### src/rtl/core/masked_byte_pattern_search_assert.svh
// ----------------------------------------------------------------------------
// masked_byte_pattern_search assertion macros
// shared concurrent checks, sampled on clk and held off while rst_n is low
// ----------------------------------------------------------------------------
`ifndef MASKED_BYTE_PATTERN_SEARCH_ASSERT_SVH
`define MASKED_BYTE_PATTERN_SEARCH_ASSERT_SVH

// same-cycle implication
`define MBPS_ASSERT_IMPLY(label, ante, cons, msg) \
    label: assert property (@(posedge clk) disable iff (!rst_n) (ante) |-> (cons)) \
        else $error(msg);

// next-cycle implication
`define MBPS_ASSERT_NEXT(label, ante, cons, msg) \
    label: assert property (@(posedge clk) disable iff (!rst_n) (ante) |=> (cons)) \
        else $error(msg);

`endif

### src/rtl/core/mbps_pkg.sv
// ----------------------------------------------------------------------------
// mbps_pkg
// types and register codes for the masked byte pattern search
// ----------------------------------------------------------------------------
`default_nettype none

package mbps_pkg;

    localparam int CFG_INDEX_W = 3;
    localparam int CFG_DATA_W  = 64;
    localparam int POS_W       = 32;
    localparam int LEN_W       = 5;
    localparam int MASK_W      = 16;

    // configuration register indexes
    localparam logic [CFG_INDEX_W-1:0] REG_PATTERN_LOW    = 3'd0;
    localparam logic [CFG_INDEX_W-1:0] REG_PATTERN_HIGH   = 3'd1;
    localparam logic [CFG_INDEX_W-1:0] REG_CARE_MASK      = 3'd2;
    localparam logic [CFG_INDEX_W-1:0] REG_PATTERN_LENGTH = 3'd3;
    localparam logic [CFG_INDEX_W-1:0] REG_COUNT_LIMIT    = 3'd4;

    localparam logic [POS_W-1:0] POS_MAX          = '1;
    localparam logic [POS_W-1:0] COUNT_LIMIT_INIT = 32'd1;

    typedef struct packed {
        logic [CFG_DATA_W-1:0] pattern_high;
        logic [CFG_DATA_W-1:0] pattern_low;
        logic [MASK_W-1:0]     care_mask;
        logic [LEN_W-1:0]      pattern_length;
        logic [POS_W-1:0]      count_limit;
    } cfg_t;

    typedef struct packed {
        logic [7:0] data_byte;
        logic       last_byte;
    } in_item_t;

    // window compare result for the byte being consumed
    typedef struct packed {
        logic             hit;
        logic [POS_W-1:0] offset;
    } win_status_t;

endpackage

`default_nettype wire

### src/rtl/core/mbps_if.sv
// ----------------------------------------------------------------------------
// mbps channel interfaces
// valid/ready channels for configuration, input bytes and results
// ----------------------------------------------------------------------------
`default_nettype none

interface mbps_cfg_if;
    import mbps_pkg::*;

    logic                   valid;
    logic                   ready;
    logic [CFG_INDEX_W-1:0] index;
    logic [CFG_DATA_W-1:0]  data;

    modport source (output valid, output index, output data, input ready);
    modport sink   (input valid, input index, input data, output ready);
endinterface

interface mbps_in_if;
    logic       valid;
    logic       ready;
    logic [7:0] data_byte;
    logic       last_byte;

    modport source (output valid, output data_byte, output last_byte, input ready);
    modport sink   (input valid, input data_byte, input last_byte, output ready);
endinterface

interface mbps_out_if;
    import mbps_pkg::*;

    logic             valid;
    logic             ready;
    logic             found;
    logic [POS_W-1:0] first_offset;
    logic [POS_W-1:0] match_count;

    modport source (output valid, output found, output first_offset,
                    output match_count, input ready);
    modport sink   (input valid, input found, input first_offset,
                    input match_count, output ready);
endinterface

`default_nettype wire

### src/rtl/core/mbps_cfg_regs.sv
// ----------------------------------------------------------------------------
// mbps_cfg_regs
// configuration register file written through the cfg channel
// ----------------------------------------------------------------------------
`default_nettype none

module mbps_cfg_regs (
    input  wire logic           clk,
    input  wire logic           rst_n,
    mbps_cfg_if.sink            cfg,
    output mbps_pkg::cfg_t      cfg_regs
);
    import mbps_pkg::*;

    cfg_t cfg_reg;
    cfg_t cfg_next;

    // always ready for a write
    assign cfg.ready = 1'b1;
    assign cfg_regs  = cfg_reg;

    // register decode
    always_comb
    begin
        cfg_next = cfg_reg;
        if (cfg.valid)
        begin
            case (cfg.index)
                REG_PATTERN_LOW:    cfg_next.pattern_low    = cfg.data;
                REG_PATTERN_HIGH:   cfg_next.pattern_high   = cfg.data;
                REG_CARE_MASK:      cfg_next.care_mask      = cfg.data[MASK_W-1:0];
                REG_PATTERN_LENGTH: cfg_next.pattern_length = cfg.data[LEN_W-1:0];
                REG_COUNT_LIMIT:    cfg_next.count_limit    = cfg.data[POS_W-1:0];
                default:            cfg_next = cfg_reg;
            endcase
        end
    end

    always_ff @(posedge clk or negedge rst_n)
    begin
        if (!rst_n)
        begin
            cfg_reg.pattern_low    <= '0;
            cfg_reg.pattern_high   <= '0;
            cfg_reg.care_mask      <= '0;
            cfg_reg.pattern_length <= '0;
            cfg_reg.count_limit    <= COUNT_LIMIT_INIT;
        end
        else
        begin
            cfg_reg <= cfg_next;
        end
    end

endmodule

`default_nettype wire

### src/rtl/core/mbps_in_reg.sv
// ----------------------------------------------------------------------------
// mbps_in_reg
// input register holding one byte transfer ahead of the compare stage
// ----------------------------------------------------------------------------
`default_nettype none

module mbps_in_reg (
    input  wire logic           clk,
    input  wire logic           rst_n,
    mbps_in_if.sink             data_in,
    input  wire logic           advance,
    output logic                item_valid,
    output mbps_pkg::in_item_t  item
);
    import mbps_pkg::*;

    logic     valid_reg;
    in_item_t item_reg;
    logic     take;

    // accept when empty or when the held byte moves on
    assign data_in.ready = !valid_reg || advance;
    assign take          = data_in.valid && data_in.ready;
    assign item_valid    = valid_reg;
    assign item          = item_reg;

    always_ff @(posedge clk or negedge rst_n)
    begin
        if (!rst_n)
        begin
            valid_reg <= 1'b0;
        end
        else if (data_in.ready)
        begin
            valid_reg <= data_in.valid;
        end
    end

    // payload, no reset
    always_ff @(posedge clk)
    begin
        if (take)
        begin
            item_reg.data_byte <= data_in.data_byte;
            item_reg.last_byte <= data_in.last_byte;
        end
    end

endmodule

`default_nettype wire

### src/rtl/core/mbps_window.sv
// ----------------------------------------------------------------------------
// mbps_window
// byte shift window, region byte counter and masked pattern compare
// ----------------------------------------------------------------------------
`default_nettype none

`include "masked_byte_pattern_search_assert.svh"

module mbps_window #(
    parameter int MAX_PATTERN_BYTES = 16
) (
    input  wire logic            clk,
    input  wire logic            rst_n,
    input  wire logic            advance,
    input  mbps_pkg::in_item_t   item,
    input  mbps_pkg::cfg_t       cfg_regs,
    output mbps_pkg::win_status_t status
);
    import mbps_pkg::*;

    localparam int AGE_W = (MAX_PATTERN_BYTES > 1) ? $clog2(MAX_PATTERN_BYTES) : 1;

    logic [7:0]       win_reg [MAX_PATTERN_BYTES];
    logic [7:0]       win_next [MAX_PATTERN_BYTES];
    logic [POS_W-1:0] bytes_seen_reg;
    logic [POS_W-1:0] bytes_seen_next;
    logic [2*CFG_DATA_W-1:0] pattern;
    logic [LEN_W-1:0] len;
    logic [LEN_W-1:0] age;
    logic             len_ok;
    logic             enough;
    logic             window_ok;

    assign pattern = {cfg_regs.pattern_high, cfg_regs.pattern_low};
    assign len     = cfg_regs.pattern_length;

    // window after shifting in the current byte, entry 0 newest
    always_comb
    begin
        for (int i = MAX_PATTERN_BYTES - 1; i > 0; i--)
        begin
            win_next[i] = win_reg[i-1];
        end
        win_next[0] = item.data_byte;
    end

    // saturating region position
    assign bytes_seen_next = (bytes_seen_reg == POS_MAX) ? bytes_seen_reg
                                                         : bytes_seen_reg + 32'd1;

    // masked compare, pattern byte k against the byte len-1-k back
    always_comb
    begin
        window_ok = 1'b1;
        age       = '0;
        for (int k = 0; k < MAX_PATTERN_BYTES; k++)
        begin
            age = len - LEN_W'(1) - LEN_W'(k);
            if ((LEN_W'(k) < len) && cfg_regs.care_mask[k] &&
                (win_next[age[AGE_W-1:0]] != pattern[8*k +: 8]))
            begin
                window_ok = 1'b0;
            end
        end
    end

    assign len_ok = (len != '0) && (32'(len) <= 32'(MAX_PATTERN_BYTES));
    assign enough = bytes_seen_next >= 32'(len);

    assign status.hit    = len_ok && enough && window_ok;
    assign status.offset = bytes_seen_next - 32'(len);

    // window and position, cleared at end of region
    always_ff @(posedge clk or negedge rst_n)
    begin
        if (!rst_n)
        begin
            for (int i = 0; i < MAX_PATTERN_BYTES; i++)
            begin
                win_reg[i] <= '0;
            end
            bytes_seen_reg <= '0;
        end
        else if (advance)
        begin
            if (item.last_byte)
            begin
                for (int i = 0; i < MAX_PATTERN_BYTES; i++)
                begin
                    win_reg[i] <= '0;
                end
                bytes_seen_reg <= '0;
            end
            else
            begin
                for (int i = 0; i < MAX_PATTERN_BYTES; i++)
                begin
                    win_reg[i] <= win_next[i];
                end
                bytes_seen_reg <= bytes_seen_next;
            end
        end
    end

    // region restarts at position zero
    `MBPS_ASSERT_NEXT(a_pos_clear, advance && item.last_byte, bytes_seen_reg == '0,
        "position not cleared after last byte")

endmodule

`default_nettype wire

### src/rtl/core/mbps_result.sv
// ----------------------------------------------------------------------------
// mbps_result
// match counting, first offset capture and the result register
// ----------------------------------------------------------------------------
`default_nettype none

`include "masked_byte_pattern_search_assert.svh"

module mbps_result (
    input  wire logic             clk,
    input  wire logic             rst_n,
    input  wire logic             advance,
    input  wire logic             last_byte,
    input  mbps_pkg::win_status_t status,
    input  wire logic [31:0]      count_limit,
    output logic                  out_free,
    mbps_out_if.source            result
);
    import mbps_pkg::*;

    logic             seen_reg;
    logic [POS_W-1:0] first_reg;
    logic [POS_W-1:0] matches_reg;
    logic             seen_next;
    logic [POS_W-1:0] first_next;
    logic [POS_W-1:0] matches_next;
    logic             counted;

    logic             out_valid_reg;
    logic             found_reg;
    logic [POS_W-1:0] first_out_reg;
    logic [POS_W-1:0] count_out_reg;

    // result register can take a new result this cycle
    assign out_free = !out_valid_reg || result.ready;

    // count limit; a limit of zero never counts
    assign counted      = status.hit && (matches_reg < count_limit);
    assign seen_next    = seen_reg || counted;
    assign first_next   = (counted && !seen_reg) ? status.offset : first_reg;
    assign matches_next = matches_reg + 32'(counted);

    // region state
    always_ff @(posedge clk or negedge rst_n)
    begin
        if (!rst_n)
        begin
            seen_reg    <= 1'b0;
            first_reg   <= '0;
            matches_reg <= '0;
        end
        else if (advance)
        begin
            if (last_byte)
            begin
                seen_reg    <= 1'b0;
                first_reg   <= '0;
                matches_reg <= '0;
            end
            else
            begin
                seen_reg    <= seen_next;
                first_reg   <= first_next;
                matches_reg <= matches_next;
            end
        end
    end

    // result valid
    always_ff @(posedge clk or negedge rst_n)
    begin
        if (!rst_n)
        begin
            out_valid_reg <= 1'b0;
        end
        else if (advance && last_byte)
        begin
            out_valid_reg <= 1'b1;
        end
        else if (result.ready)
        begin
            out_valid_reg <= 1'b0;
        end
    end

    // result payload
    always_ff @(posedge clk)
    begin
        if (advance && last_byte)
        begin
            found_reg     <= seen_next;
            first_out_reg <= seen_next ? first_next : '0;
            count_out_reg <= matches_next;
        end
    end

    assign result.valid        = out_valid_reg;
    assign result.found        = found_reg;
    assign result.first_offset = first_out_reg;
    assign result.match_count  = count_out_reg;

    `MBPS_ASSERT_IMPLY(a_count_needs_seen, !seen_reg, matches_reg == '0,
        "matches counted without a recorded first match")
    `MBPS_ASSERT_NEXT(a_seen_after_count, advance && !last_byte && counted, seen_reg,
        "counted match did not set match seen")
    `MBPS_ASSERT_IMPLY(a_empty_result, out_valid_reg && !found_reg,
        first_out_reg == '0 && count_out_reg == '0,
        "result without match carries offset or count")

endmodule

`default_nettype wire

### src/rtl/core/masked_byte_pattern_search.sv
// Path: a last byte is held in the input register, which feeds the compare,
// and the result register captures the region result and presents it.
// Throughput: 1 byte per cycle; a last byte waits only while the result register
// holds a result that has not been transferred out.
// Reset: rst_n clears window, counters and valid flags at once; payloads hold.
// ----------------------------------------------------------------------------
// masked_byte_pattern_search
// streaming search of a byte region for a masked pattern of up to 16 bytes
// ----------------------------------------------------------------------------
`default_nettype none

module masked_byte_pattern_search #(
    parameter int MAX_PATTERN_BYTES = 16
) (
    input  wire logic  clk,
    input  wire logic  rst_n,
    mbps_cfg_if.sink   cfg,
    mbps_in_if.sink    data_in,
    mbps_out_if.source result
);
    import mbps_pkg::*;

    cfg_t        cfg_regs;
    in_item_t    item;
    logic        item_valid;
    logic        advance;
    logic        out_free;
    win_status_t status;

    // a byte moves on unless it ends a region and the result slot is full
    assign advance = item_valid && (!item.last_byte || out_free);

    mbps_cfg_regs u_cfg_regs (
        .clk      (clk),
        .rst_n    (rst_n),
        .cfg      (cfg),
        .cfg_regs (cfg_regs)
    );

    mbps_in_reg u_in_reg (
        .clk        (clk),
        .rst_n      (rst_n),
        .data_in    (data_in),
        .advance    (advance),
        .item_valid (item_valid),
        .item       (item)
    );

    mbps_window #(
        .MAX_PATTERN_BYTES (MAX_PATTERN_BYTES)
    ) u_window (
        .clk      (clk),
        .rst_n    (rst_n),
        .advance  (advance),
        .item     (item),
        .cfg_regs (cfg_regs),
        .status   (status)
    );

    mbps_result u_result (
        .clk         (clk),
        .rst_n       (rst_n),
        .advance     (advance),
        .last_byte   (item.last_byte),
        .status      (status),
        .count_limit (cfg_regs.count_limit),
        .out_free    (out_free),
        .result      (result)
    );

endmodule

`default_nettype wire
### src/flat_wrapper.sv
// flat-port wrapper written by rule: the top's interface ports become plain ports
module masked_byte_pattern_search_flat import mbps_pkg::*;
#(
    parameter int MAX_PATTERN_BYTES = 16
)
  (clk, rst_n, cfg_valid, cfg_index, cfg_data, cfg_ready, data_in_valid, data_in_data_byte, data_in_last_byte, data_in_ready, result_valid, result_found, result_first_offset, result_match_count, result_ready);
  mbps_cfg_if cfg_i ();
  mbps_in_if data_in_i ();
  mbps_out_if result_i ();
  input  wire logic clk;
  input  wire logic rst_n;
  input wire logic [$bits(cfg_i.valid)-1:0] cfg_valid;
  input wire logic [$bits(cfg_i.index)-1:0] cfg_index;
  input wire logic [$bits(cfg_i.data)-1:0] cfg_data;
  output wire logic [$bits(cfg_i.ready)-1:0] cfg_ready;
  input wire logic [$bits(data_in_i.valid)-1:0] data_in_valid;
  input wire logic [$bits(data_in_i.data_byte)-1:0] data_in_data_byte;
  input wire logic [$bits(data_in_i.last_byte)-1:0] data_in_last_byte;
  output wire logic [$bits(data_in_i.ready)-1:0] data_in_ready;
  output wire logic [$bits(result_i.valid)-1:0] result_valid;
  output wire logic [$bits(result_i.found)-1:0] result_found;
  output wire logic [$bits(result_i.first_offset)-1:0] result_first_offset;
  output wire logic [$bits(result_i.match_count)-1:0] result_match_count;
  input wire logic [$bits(result_i.ready)-1:0] result_ready;
  assign cfg_i.valid = cfg_valid;
  assign cfg_i.index = cfg_index;
  assign cfg_i.data = cfg_data;
  assign cfg_ready = cfg_i.ready;
  assign data_in_i.valid = data_in_valid;
  assign data_in_i.data_byte = data_in_data_byte;
  assign data_in_i.last_byte = data_in_last_byte;
  assign data_in_ready = data_in_i.ready;
  assign result_valid = result_i.valid;
  assign result_found = result_i.found;
  assign result_first_offset = result_i.first_offset;
  assign result_match_count = result_i.match_count;
  assign result_i.ready = result_ready;
  masked_byte_pattern_search #(.MAX_PATTERN_BYTES(MAX_PATTERN_BYTES)) u_core (.clk(clk), .rst_n(rst_n), .cfg(cfg_i), .data_in(data_in_i), .result(result_i));
endmodule
### config.mk
export PLATFORM = sky130hd
export DESIGN_NAME = masked_byte_pattern_search_flat
export DESIGN_NICKNAME = d
export VERILOG_FILES = /design/src/rtl/core/mbps_pkg.sv /design/src/rtl/core/mbps_if.sv /design/src/rtl/core/mbps_cfg_regs.sv /design/src/rtl/core/mbps_in_reg.sv /design/src/rtl/core/mbps_window.sv /design/src/rtl/core/mbps_result.sv /design/src/rtl/core/masked_byte_pattern_search.sv /design/src/flat_wrapper.sv
export VERILOG_INCLUDE_DIRS = /design/src /design/src/rtl/core
export SDC_FILE = /design/constraint.sdc
export NUM_CORES = 1
export LEC_CHECK = 0
export ABC_AREA = 1
export BUFFER_PORTS_ARGS = -buffer_cell sky130_fd_sc_hd__buf_2
export CAP_MARGIN = 0
export CORE_UTILIZATION = 29
export CTS_CLUSTER_DIAMETER = 30
export DETAILED_ROUTE_END_ITERATION = 10
export SLEW_MARGIN = 20
export SYNTH_ARGS = -nofsm -noshare
export SYNTH_HDL_FRONTEND = slang
export SYNTH_SLANG_ARGS = --single-unit
### constraint.sdc
create_clock -name clk -period 10.3 [get_ports clk]
set_input_delay 1.03 -clock clk [delete_from_list [all_inputs] [get_ports clk]]
set_output_delay 1.03 -clock clk [all_outputs]
set_load 0.03 [all_outputs]
==> results.json <==
{
  "drive_gt1_share_pct": 10.0,
  "drv_slew": 0,
  "post-place-ws_ns": 2.16,
  "p_int_uw": 5500,
  "combPwrFrac_pct": 37.2,
  "drtIter0Drc": 3136,
  "cts_buffers": 110,
  "largest_reg_flops": 181,
  "synth.area.top_cells": "dfrtp_1, nand2_1, nand3_1",
  "dp_cells": 5958,
  "overflow": 0,
  "synth_nets": 4722,
  "worst_pin_slew_ns": 1.03,
  "required_ns": 10.91,
  "rows": 120,
  "wire_per_inst_um": 17.8,
  "portBuffers": 147,
  "hold-worst-slack_ns": 0.315,
  "grt_pass1_wl_um": 167000,
  "max_freq_mhz": 122,
  "n_antenna_cell": 0,
  "slowest_delay_ns": 0.90,
  "synth_edf_count": 74,
  "relSlewSlack_pct": 30.9,
  "min_period_ns": 8.20,
  "worstPathArrival_ns": 8.81,
  "rsz0062_at_grt": "false",
  "holdBufCountCts": 0,
  "synth_ff_type": "dfrtp_1",
  "grt_pass1_vias": 27747,
  "crit_slowest_cell": "ha_1",
  "seqPwrFrac_pct": 24.4,
  "syn_inst": 4593,
  "cts.sinks": 474,
  "die_h_um": 330,
  "cts_resized": 0,
  "synth_common_cells": "nand2_1, nand3_1, inv_1, dfrtp_1, o21ai_0",
  "htree_levels": 3,
  "postRouteAntennaNets": 0,
  "viasPerCell": 4.94,
  "hp-class": "in -> async",
  "synthArstFlopShare_pct": 84.4,
  "synth-warning-count": 0,
  "syn_area_per_cell_um2": 6.80,
  "r2r_setup_slack_ns": 2.10,
  "clk_pin_slew_ns": 0.05,
  "wirelength_um": 110000,
  "cts_tree": "done",
  "ios": 149,
  "antenna_found_initial": 4,
  "clockPowerShare_pct": 38.4,
  "finalCritPeriodShare_pct": 79.6,
  "num_vias": 30479,
  "root_buffer": "clkbuf_16",
  "critPathCaptureType": "flip-flop",
  "die_w_um": 330,
  "max_cap_violations": 0,
  "initial_core_util_pct": 29.2,
  "swShare_pct": 41.7,
  "cts_buffer_depth": 3,
  "finClkSkew_ns": 0.0535,
  "setup_viol": 0,
  "p_switching_uw": 3940,
  "synth_top_area_cell": "dfrtp_1",
  "clock_latency_ns": 0.70,
  "final.fill_count": 11396,
  "final_hold_viol_count": 0,
  "syn_area_mm2": 0.0313,
  "yosysSeqAreaShare_pct": 39.1,
  "grt_max_degree": 155,
  "fin_nets": 4796,
  "dr.pass1.iters": 6,
  "cts_setup_buffers": 0,
  "final_cell_count_no_fill": 6167,
  "worstPathMaxFanout": 54,
  "track_usage_pct": 19.9,
  "postSynthRegisterBits": 474,
  "setup_slack_ns": 2.10,
  "status": "complete, no violations",
  "power.density_mw_per_mm2": 257,
  "ir_drop_uv": 156,
  "syn2layout_area_growth_pct": 17.5,
  "hpwl_um": 81000,
  "setup-tns-final_ns": 0,
  "synth_most_common_cell": "nand2_1",
  "power.leakage_uw": 0.0183,
  "worstSetupPathType": "reg -> reg",
  "path_common_cell": "nand2_1",
  "drc": 0,
  "ys_types": 53,
  "core_mm2": 0.107,
  "die_area_mm2": 0.109,
  "place.gp.congestion": 0.969,
  "yosysTopAreaCellShare_pct": 31.9,
  "start_kind": "flip-flop"
}
kinds of logic after synthesis:
group | count (synthesis) | synth area share (%)
AOI/OAI and AO/OA | 469 | 8.23
xor gates and xnor gates | 85 | 2.38
adders and majority gates | 48 | 1.95
buffers and inverters | 688 | 9.59
DFF | 474 | 39.1
other | 1 | 0.0120
and+or+nand+nor | 2828 | 38.7
final timing paths:
kind	startpoint	end	depth (start not counted)
max reg2reg	u_core.u_cfg_regs.cfg_regs[32]	u_core.u_result.matches_reg[28]	36
max in group asynchronous	rst_n	u_core.u_cfg_regs.cfg_regs[97]	3
max	u_core.u_cfg_regs.cfg_regs[32]	u_core.u_result.matches_reg[28]	36
min	rst_n	u_core.u_result.first_reg[15]	1
min reg2reg	u_core.u_result.first_reg[30]	u_core.u_result.first_reg[30]	2
min in group clk	u_core.u_result.first_reg[30]	u_core.u_result.first_reg[30]	2
metal layers:
metal  vias to the layer above  share of wire, %  GRT usage [%]
li1                      14884                 -              -
met1                     14308                46           28.0
met2                      1098                43           30.0
met3                       187               6.9           3.37
met4                         2               4.4           8.49
met5                         -             0.017              0
power by group through the flow:
stage / Clock, uW / Sequential, uW / Combinational, uW
floorplan: 0 / 2260 / 2550
global placement: 0 / 2320 / 3410
detailed placement: 0 / 2320 / 3440
CTS: 3670 / 2290 / 3450
global route: 3770 / 2320 / 3900
finish: 3620 / 2300 / 3510
worst max-delay path: cells and delay by family, from the launching register on:
| kind | cells | cell delay [ns] |
|---|---|---|
| simple gates | 24 | 3.54 |
| buf+inv | 5 | 1.59 |
| fa+ha+maj | 4 | 1.58 |
| flops | 1 | 0.58 |
| compound gates | 2 | 0.57 |
| xor+xnor | 1 | 0.21 |
through the flow:
| step | total power [uW] | instance area, um^2 | util (%) |
|---|---|---|---|
| 6_report | 9430 | 36700 | 34.4 |
| 5_1_grt | 9990 | 36700 | 34.4 |
| 4_1_cts | 9420 | 36700 | 34.3 |
| 3_5_place_dp | 5760 | 32800 | 30.7 |
| 3_3_place_gp | 5730 | 32800 | 30.7 |
| 2_1_floorplan | 4800 | 31300 | - |
area by class of cell:
cell class | count | area [um^2] | area share, %
clock buffers | 136 | 2980 | 8.12
clock inverters | 73 | 917 | 2.50
inverters | 473 | 1780 | 4.85
multi-input cells | 3431 | 16100 | 43.8
flip-flops and latches | 474 | 12200 | 33.3
well taps | 1403 | 1760 | 4.78
repair buffers | 177 | 983 | 2.68
placed cells by master (no fill, tap or decap), types with 3 or more instances in the layout:
master	count
clkinv_1	4
nand2_1	1937
a22o_1	6
a21oi_1	26
buf_4	29
bufinv_16	13
and2_1	6
a21boi_0	4
nand3_1	512
buf_2	146
nand3_4	3
inv_2	4
nor2_2	5
ha_1	46
clkinv_4	13
o211ai_1	4
inv_1	464
o21ai_0	287
xor2_1	84
inv_6	12
clkinv_2	11
nor4_1	4
nand3b_1	56
dfrtp_1	398
nand4_1	18
nor2_1	161
nor3_1	34
nand3_2	48
clkinvlp_4	17
o22ai_1	133
o21ai_1	3
clkbuf_16	111
clkbuf_1	14
nand2_2	24
inv_16	3
clkbuf_8	11
edfxtp_1	74
nand2_4	9
No activity file was read; power rests on OpenSTA's default activity.
